### config.mk
export PLATFORM = sky130hd
export DESIGN_NAME = tlv8_stream_parser_top
export DESIGN_NICKNAME = d
export VERILOG_FILES = /design/src/rtl/tlv8sp_pkg.sv /design/src/rtl/tlv8sp_res_fifo.sv /design/src/rtl/tlv8_stream_parser_top.sv
export SDC_FILE = /design/constraint.sdc
export NUM_CORES = 1
export LEC_CHECK = 0
export BUFFER_PORTS_ARGS = -buffer_cell sky130_fd_sc_hd__buf_2
export CAP_MARGIN = 10
export CORE_ASPECT_RATIO = 1.2
export CORE_MARGIN = 2
export CORE_UTILIZATION = 30
export CTS_CLUSTER_DIAMETER = 100
export DETAILED_ROUTE_END_ITERATION = 10
export PLACE_DENSITY = 0.53
export SLEW_MARGIN = 10
export SYNTH_ARGS = -nofsm -noshare
export SYNTH_HDL_FRONTEND = slang
export SYNTH_SLANG_ARGS = --single-unit
### constraint.sdc
create_clock -name clk -period 4 [get_ports clk]
set_input_delay 0.8 -clock clk [delete_from_list [all_inputs] [get_ports clk]]
set_output_delay 0.8 -clock clk [all_outputs]
set_load 0.1 [all_outputs]
### src/rtl/tlv8sp_pkg.sv
`default_nettype none
package tlv8sp_pkg;

	localparam int LENGTH_BITS = 16;
	localparam int FIFO_DEPTH  = 4;
	localparam int PTR_BITS    = $clog2(FIFO_DEPTH);
	localparam int LVL_BITS    = $clog2(FIFO_DEPTH + 1);

	localparam logic [LENGTH_BITS-1:0] LEN_MAX = {LENGTH_BITS{1'b1}};

	typedef logic [LENGTH_BITS-1:0] len_t;

	typedef enum logic [2:0] {
		PH_TYPE  = 3'b001,
		PH_LEN   = 3'b010,
		PH_VALUE = 3'b100
	} phase_t;

	typedef enum logic {
		RK_VALUE = 1'b0,
		RK_END   = 1'b1
	} kind_t;

	typedef struct packed {
		kind_t       result_kind;
		logic [7:0]  item_type;
		logic [7:0]  value_byte;
		logic [15:0] value_offset;
		logic [15:0] item_length;
		logic        truncated;
		logic        body_done;
	} res_t;

	// length counter folded into the 16-bit output fields
	function automatic logic [15:0] to_len16(input len_t v);
		logic [31:0] wide;
		wide = 32'(v);
		return wide[15:0];
	endfunction

endpackage
`default_nettype wire

### src/rtl/tlv8sp_res_fifo.sv
`default_nettype none
module tlv8sp_res_fifo (
	input  wire                          clk,
	input  wire                          arst_n,
	input  wire  [1:0]                   push_n,
	input  tlv8sp_pkg::res_t             wr0,
	input  tlv8sp_pkg::res_t             wr1,
	input  wire                          pop,
	output tlv8sp_pkg::res_t             rd,
	output logic                         rd_valid,
	output logic [tlv8sp_pkg::LVL_BITS-1:0] level
);
	import tlv8sp_pkg::*;

	res_t                mem [FIFO_DEPTH];
	logic [PTR_BITS-1:0] wp_q;
	logic [PTR_BITS-1:0] rp_q;
	logic [LVL_BITS-1:0] lvl_q;
	logic [PTR_BITS-1:0] wp_inc;

	assign wp_inc = wp_q + PTR_BITS'(1);

	always_ff @(posedge clk) begin
		if (push_n != 2'd0) begin
			mem[wp_q] <= wr0;
		end
		if (push_n == 2'd2) begin
			mem[wp_inc] <= wr1;
		end
	end

	always_ff @(posedge clk or negedge arst_n) begin
		if (!arst_n) begin
			wp_q  <= '0;
			rp_q  <= '0;
			lvl_q <= '0;
		end else begin
			wp_q  <= wp_q + PTR_BITS'(push_n);
			rp_q  <= rp_q + PTR_BITS'(pop);
			lvl_q <= lvl_q + LVL_BITS'(push_n) - LVL_BITS'(pop);
		end
	end

	assign rd       = mem[rp_q];
	assign rd_valid = (lvl_q != '0);
	assign level    = lvl_q;

endmodule
`default_nettype wire

### src/rtl/tlv8_stream_parser_top.sv
// path: an accepted beat is registered, then its results are written into the result queue
// throughput: one input beat per cycle while the queue has room for two results; results
// leave at one per cycle while out_stall is low, so input stalls while the queue holds more than two
// a four-entry result queue sits between the parser and the output channel
// reset: arst_n clears the parser to expect a type byte with no item open
`default_nettype none
module tlv8_stream_parser_top (
	input  wire        clk,
	input  wire        arst_n,
	input  wire        in_valid,
	output logic       in_stall,
	input  wire  [7:0] data_byte,
	input  wire        end_of_body,
	output logic       out_valid,
	input  wire        out_stall,
	output logic       result_kind,
	output logic [7:0] item_type,
	output logic [7:0] value_byte,
	output logic [15:0] value_offset,
	output logic [15:0] item_length,
	output logic       truncated,
	output logic       body_done
);
	import tlv8sp_pkg::*;

	logic       valid_s1;
	logic [7:0] byte_s1;
	logic       eob_s1;

	phase_t     phase_q;
	logic [7:0] cur_type_q;
	logic       item_open_q;
	logic [7:0] remain_q;
	len_t       len_q;

	phase_t     phase_d;
	logic [7:0] cur_type_d;
	logic       item_open_d;
	logic [7:0] remain_d;
	len_t       len_d;

	logic       pre_v;
	res_t       pre_r;
	res_t       end_r;
	logic       trunc;
	logic [1:0] push_n;
	res_t       wr0;
	res_t       wr1;
	res_t       head;
	logic       head_v;
	logic [LVL_BITS-1:0] level;
	logic       advance;
	logic       pop;

	assign advance  = valid_s1 && (level <= LVL_BITS'(FIFO_DEPTH - 2));
	assign in_stall = valid_s1 && !advance;

	always_ff @(posedge clk or negedge arst_n) begin
		if (!arst_n) begin
			valid_s1 <= 1'b0;
		end else if (in_valid && !in_stall) begin
			valid_s1 <= 1'b1;
		end else if (advance) begin
			valid_s1 <= 1'b0;
		end
	end

	always_ff @(posedge clk) begin
		if (in_valid && !in_stall) begin
			byte_s1 <= data_byte;
			eob_s1  <= end_of_body;
		end
	end

	// one parser step on the registered beat
	always_comb begin
		phase_d     = phase_q;
		cur_type_d  = cur_type_q;
		item_open_d = item_open_q;
		remain_d    = remain_q;
		len_d       = len_q;
		pre_v       = 1'b0;
		pre_r       = '0;
		trunc       = 1'b0;
		end_r       = '0;

		unique case (phase_q)
			PH_LEN: begin
				remain_d = byte_s1;
				if (byte_s1 == 8'd0) begin
					phase_d = PH_TYPE;
				end else begin
					phase_d = PH_VALUE;
					trunc   = 1'b1;
				end
			end
			PH_VALUE: begin
				pre_v              = 1'b1;
				pre_r.result_kind  = RK_VALUE;
				pre_r.item_type    = cur_type_q;
				pre_r.value_byte   = byte_s1;
				pre_r.value_offset = to_len16(len_q);
				if (len_q != LEN_MAX) begin
					len_d = len_q + LENGTH_BITS'(1);
				end
				remain_d = remain_q - 8'd1;
				if (remain_q == 8'd1) begin
					phase_d = PH_TYPE;
				end else begin
					trunc = 1'b1;
				end
			end
			default: begin
				// unused phase codes behave as the type phase
				if (item_open_q && (byte_s1 != cur_type_q)) begin
					pre_v             = 1'b1;
					pre_r.result_kind = RK_END;
					pre_r.item_type   = cur_type_q;
					pre_r.item_length = to_len16(len_q);
				end
				if (!item_open_q || (byte_s1 != cur_type_q)) begin
					cur_type_d  = byte_s1;
					len_d       = '0;
					item_open_d = 1'b1;
				end
				phase_d = PH_LEN;
				trunc   = 1'b1;
			end
		endcase

		end_r.result_kind = RK_END;
		end_r.item_type   = cur_type_d;
		end_r.item_length = to_len16(len_d);
		end_r.truncated   = trunc;
		end_r.body_done   = 1'b1;
	end

	always_comb begin
		push_n = 2'd0;
		wr0    = pre_r;
		wr1    = end_r;
		if (advance) begin
			if (pre_v && eob_s1) begin
				push_n = 2'd2;
			end else if (pre_v) begin
				push_n = 2'd1;
			end else if (eob_s1) begin
				push_n = 2'd1;
				wr0    = end_r;
			end
		end
	end

	always_ff @(posedge clk or negedge arst_n) begin
		if (!arst_n) begin
			phase_q     <= PH_TYPE;
			cur_type_q  <= '0;
			item_open_q <= 1'b0;
			remain_q    <= '0;
			len_q       <= '0;
		end else if (advance) begin
			if (eob_s1) begin
				phase_q     <= PH_TYPE;
				cur_type_q  <= '0;
				item_open_q <= 1'b0;
				remain_q    <= '0;
				len_q       <= '0;
			end else begin
				phase_q     <= phase_d;
				cur_type_q  <= cur_type_d;
				item_open_q <= item_open_d;
				remain_q    <= remain_d;
				len_q       <= len_d;
			end
		end
	end

	assign pop = head_v && !out_stall;

	tlv8sp_res_fifo u_fifo (
		.clk      (clk),
		.arst_n   (arst_n),
		.push_n   (push_n),
		.wr0      (wr0),
		.wr1      (wr1),
		.pop      (pop),
		.rd       (head),
		.rd_valid (head_v),
		.level    (level)
	);

	assign out_valid    = head_v;
	assign result_kind  = head.result_kind;
	assign item_type    = head.item_type;
	assign value_byte   = head.value_byte;
	assign value_offset = head.value_offset;
	assign item_length  = head.item_length;
	assign truncated    = head.truncated;
	assign body_done    = head.body_done;

	a_no_overflow: assert property (@(posedge clk) disable iff (!arst_n)
		advance |-> (level <= LVL_BITS'(FIFO_DEPTH - 2)))
		else $error("result queue would overflow");

	a_body_end_resets: assert property (@(posedge clk) disable iff (!arst_n)
		(advance && eob_s1) |=> (phase_q == PH_TYPE) && !item_open_q)
		else $error("parser not back to idle after body end");

	a_value_clean: assert property (@(posedge clk) disable iff (!arst_n)
		(out_valid && (result_kind == RK_VALUE)) |->
		(!truncated && !body_done && (item_length == 16'd0)))
		else $error("value beat carries end fields");

	a_value_needs_item: assert property (@(posedge clk) disable iff (!arst_n)
		(valid_s1 && (phase_q == PH_VALUE)) |-> item_open_q)
		else $error("value byte with no open item");

endmodule
`default_nettype wire
==> run_results.csv <==
group,metric,value,unit
cts,cts_hold_buf,0,
place,port_buffers,65,
yosys,async_reset_ff_share,17.12,%
yosys,synth_area_per_cell,12.65,um^2
final_layout,final_common_cell,"edfxtp_1",
worst_setup_path,critPathArrivalTime,4.09,ns
cts,cts_resized,0,
place,post-place-ws,0.1289,ns
worst_setup_path,crit_path_max_fanout,16,
final_layout,drive_gt1_share,22.76,%
global_routing,grt_max_degree,45,
worst_setup_path,cp-end-kind,"flop",
outcome,status,"finished, final reports clean",
pwr,power.leakage,0.004873,uW
worst_setup_path,rrSetupSlack,0.29,ns
worst_setup_path,path_class,"flop to flop",
global_routing,antenna_found_initial,0,
yosys,synth_ff_type,"edfxtp_1",
cts,clock_latency,0.54,ns
final_layout,final_area,0.01366,mm^2
worst_setup_path,crit_path_frequent_cell,"nand2_1",
worst_setup_path,startpoint_type,"flop",
cts,cts_sinks,257,
timing,slew_headroom,43.86,%
yosys,postSynthCellCount,940,
floorplan,core-area,0.03894,mm^2
yosys,yosysSeqAreaShare,54.29,%
cts,cts_buffers,26,
final_layout,nFillCells,3856,
final_layout,layout_common_cells,"edfxtp_1, a22o_1, dfxtp_1, a32o_1, buf_2",
route,first_iter_violations,554,
route,post_drt_via_cell_ratio,5.508,
timing,timing.hold.ws,0.2753,ns
floorplan,start_util,30.54,%
yosys,synth-edff-count,109,
place,place.gp.congestion,0.8450,
worst_setup_path,cp.buffers_inverters,0,
timing,grt_setup_unrepaired,"false",
timing,fin_worst_skew,0.01275,ns
worst_setup_path,r2r_cells,11,
cts,clk_pin_slew_worst_paths,0.07,ns
floorplan,fp.dieH,222.1,um
yosys,synth_area,0.01190,mm^2
worst_setup_path,cp.depth,11,
timing,fmaxAchievable,269.2,MHz
yosys,ys_warn_count,0,
global_routing,grt_pass1_vias,8727,
pwr,power,10670,uW
worst_setup_path,crit_required,4.38,ns
yosys,synth_top_area_cell,"edfxtp_1",
place,hpwl,22260,um
route,drc,0,
worst_setup_path,r2r-end,"u_fifo.mem[2][13]",
final_layout,fin_nets,997,
global_routing,grt_pass1_wl,52490,um
worst_setup_path,max_stage_delay,0.74,ns
run,drv_cap,0,
yosys,synth.area.top_cells,"edfxtp_1, dfxtp_1, mux4_2, dfrtp_1, a22o_1",
worst_setup_path,r2r-start,"cur_type_q[3]",
place,place_area,0.01279,mm^2
floorplan,dieWidth,185.8,um
yosys,synth_cell_type_count,73,
worst_setup_path,crit_family,"simple AND/OR/NAND/NOR gates",
timing,period_minus_slack,3.714,ns
timing,tns,0,ns
route,vias,8367,
cts,cts_max_path_buffers,3,
worst_setup_path,crit_slowest_cell,"and3_1",
timing,hold_viol,0,
route,first_pass_iters,6,
pwr,powerDensity,781.6,mW/mm^2
final_layout,area_growth,14.81,%
yosys,synth_seq_cells,257,
timing,setup_slack,0.2855,ns
global_routing,grt-ovfl-total,0,
timing,setup_viol_count_final,0,
timing,slew_violations,0,
pwr,irDropWorstVdd,0.0004784,V
cts,cts_tree,"built",
floorplan,io_pins,66,
cts,cts_root_buf,"clkbuf_16",
timing,fin_crit_sh,92.86,%
route,ant_nets,0,
route,post_drt_wl_per_cell,22.26,um
min_path,hp-class,"input port to async pin",
cts,post_cts_buffers,0,
worst_setup_path,crit_chain,"xnor2_1 -> nand4_1 -> o21ai_1 -> nand2_1 -> ha_1 -> nor2_1 -> nand3b_1 -> nor2_2 -> and3_1 -> nand2_1 -> o21ai_0",
timing,worst_slew_pin_slew,0.8421,ns
global_routing,grt_usage,16.48,%
final_layout,antenna_cells,0,
floorplan,dieArea,0.04127,mm^2
yosys,synth.top_cell.area_share,27.52,%
floorplan,num_rows,79,
cts,htreeDepth,1,
route,drt_wl_total,33810,um
yosys,syn-num-nets,964,
[metal layers]
layer  up-vias  GRT usage, %  part of all wire [%]
li1       3806             -                     -
met1      4305         21.19                    43
met2       208         28.70                    50
met3        48         2.135                   4.5
met4         0         4.902                   2.3
met5         -             0                     0
[cells in the mapped netlist, types with 21 or more instances]
| cell | count |
|---|---|
| o21ai_0 | 35 |
| inv_1 | 21 |
| buf_2 | 22 |
| dfrtp_1 | 43 |
| nand2_1 | 49 |
| a22o_1 | 108 |
| a32o_1 | 84 |
| clkbuf_1 | 56 |
| edfxtp_1 | 109 |
| dfxtp_1 | 104 |
| mux4_2 | 51 |
| nor2_1 | 42 |
[flip-flops by register name (all words and copies together), names as in the netlist, 3 cells and up]
register / cells
len_q: 16
u_fifo.level: 3
cur_type_q: 8
phase_q: 3
byte_s1: 8
remain_q: 8
u_fifo.mem: 204
[per-stage QoR]
step                util [%]  std cells
floorplan                  -        940
global placement       32.83       1471
detailed placement     32.83       1471
CTS                    35.04       1519
global route           35.07       1519
finish                 35.07       1519
[worst register-to-register path, cell delays in order (launching register included)]
cell and delay [ns]:
dfrtp_1 0.46, xnor2_1 0.23, nand4_1 0.30, o21ai_1 0.37, nand2_1 0.19, ha_1 0.40, nor2_1 0.10, nand3b_1 0.28
nor2_2 0.26, and3_1 0.75, nand2_1 0.12, o21ai_0 0.10
[where the power goes]
group	switching (uW)	leakage (uW)	internal (uW)	total, uW
logic	3480	0.00204	1180	4660
registers	343	0.00242	3230	3570
clock network	1040	0.000413	1410	2450
total	4860	0.00487	5820	10700
[kinds of logic after synthesis]
family,synth area share [%]
buffers and inverters,4.218
and+or+nand+nor,8.183
muxes,9.908
adders and majority gates,1.220
DFF,54.29
xor gates and xnor gates,1.252
AOI/OAI and AO/OA,20.93
[area by class of cell]
| class | instances | area (um^2) | area share [%] |
|---|---|---|---|
| sequential | 257 | 6460 | 47.30 |
| multi-input combinational | 565 | 4964 | 36.34 |
| clock buffer | 32 | 673.1 | 4.929 |
| tap | 526 | 658.1 | 4.819 |
| timing repair buffer | 101 | 633.1 | 4.636 |
| clock inverter | 16 | 186.4 | 1.365 |
| inverter | 22 | 82.58 | 0.6047 |
[how the worst max path moves through the flow]
stage                              to     startpoint
floorplan           u_fifo.mem[0][42]     phase_q[1]
global placement    u_fifo.mem[1][13]     phase_q[1]
finish              u_fifo.mem[2][13]  cur_type_q[3]
detailed placement  u_fifo.mem[3][44]     phase_q[1]
CTS                 u_fifo.mem[3][49]     phase_q[1]
global route        u_fifo.mem[3][13]  cur_type_q[3]
No activity file was read; power rests on OpenSTA's default activity.
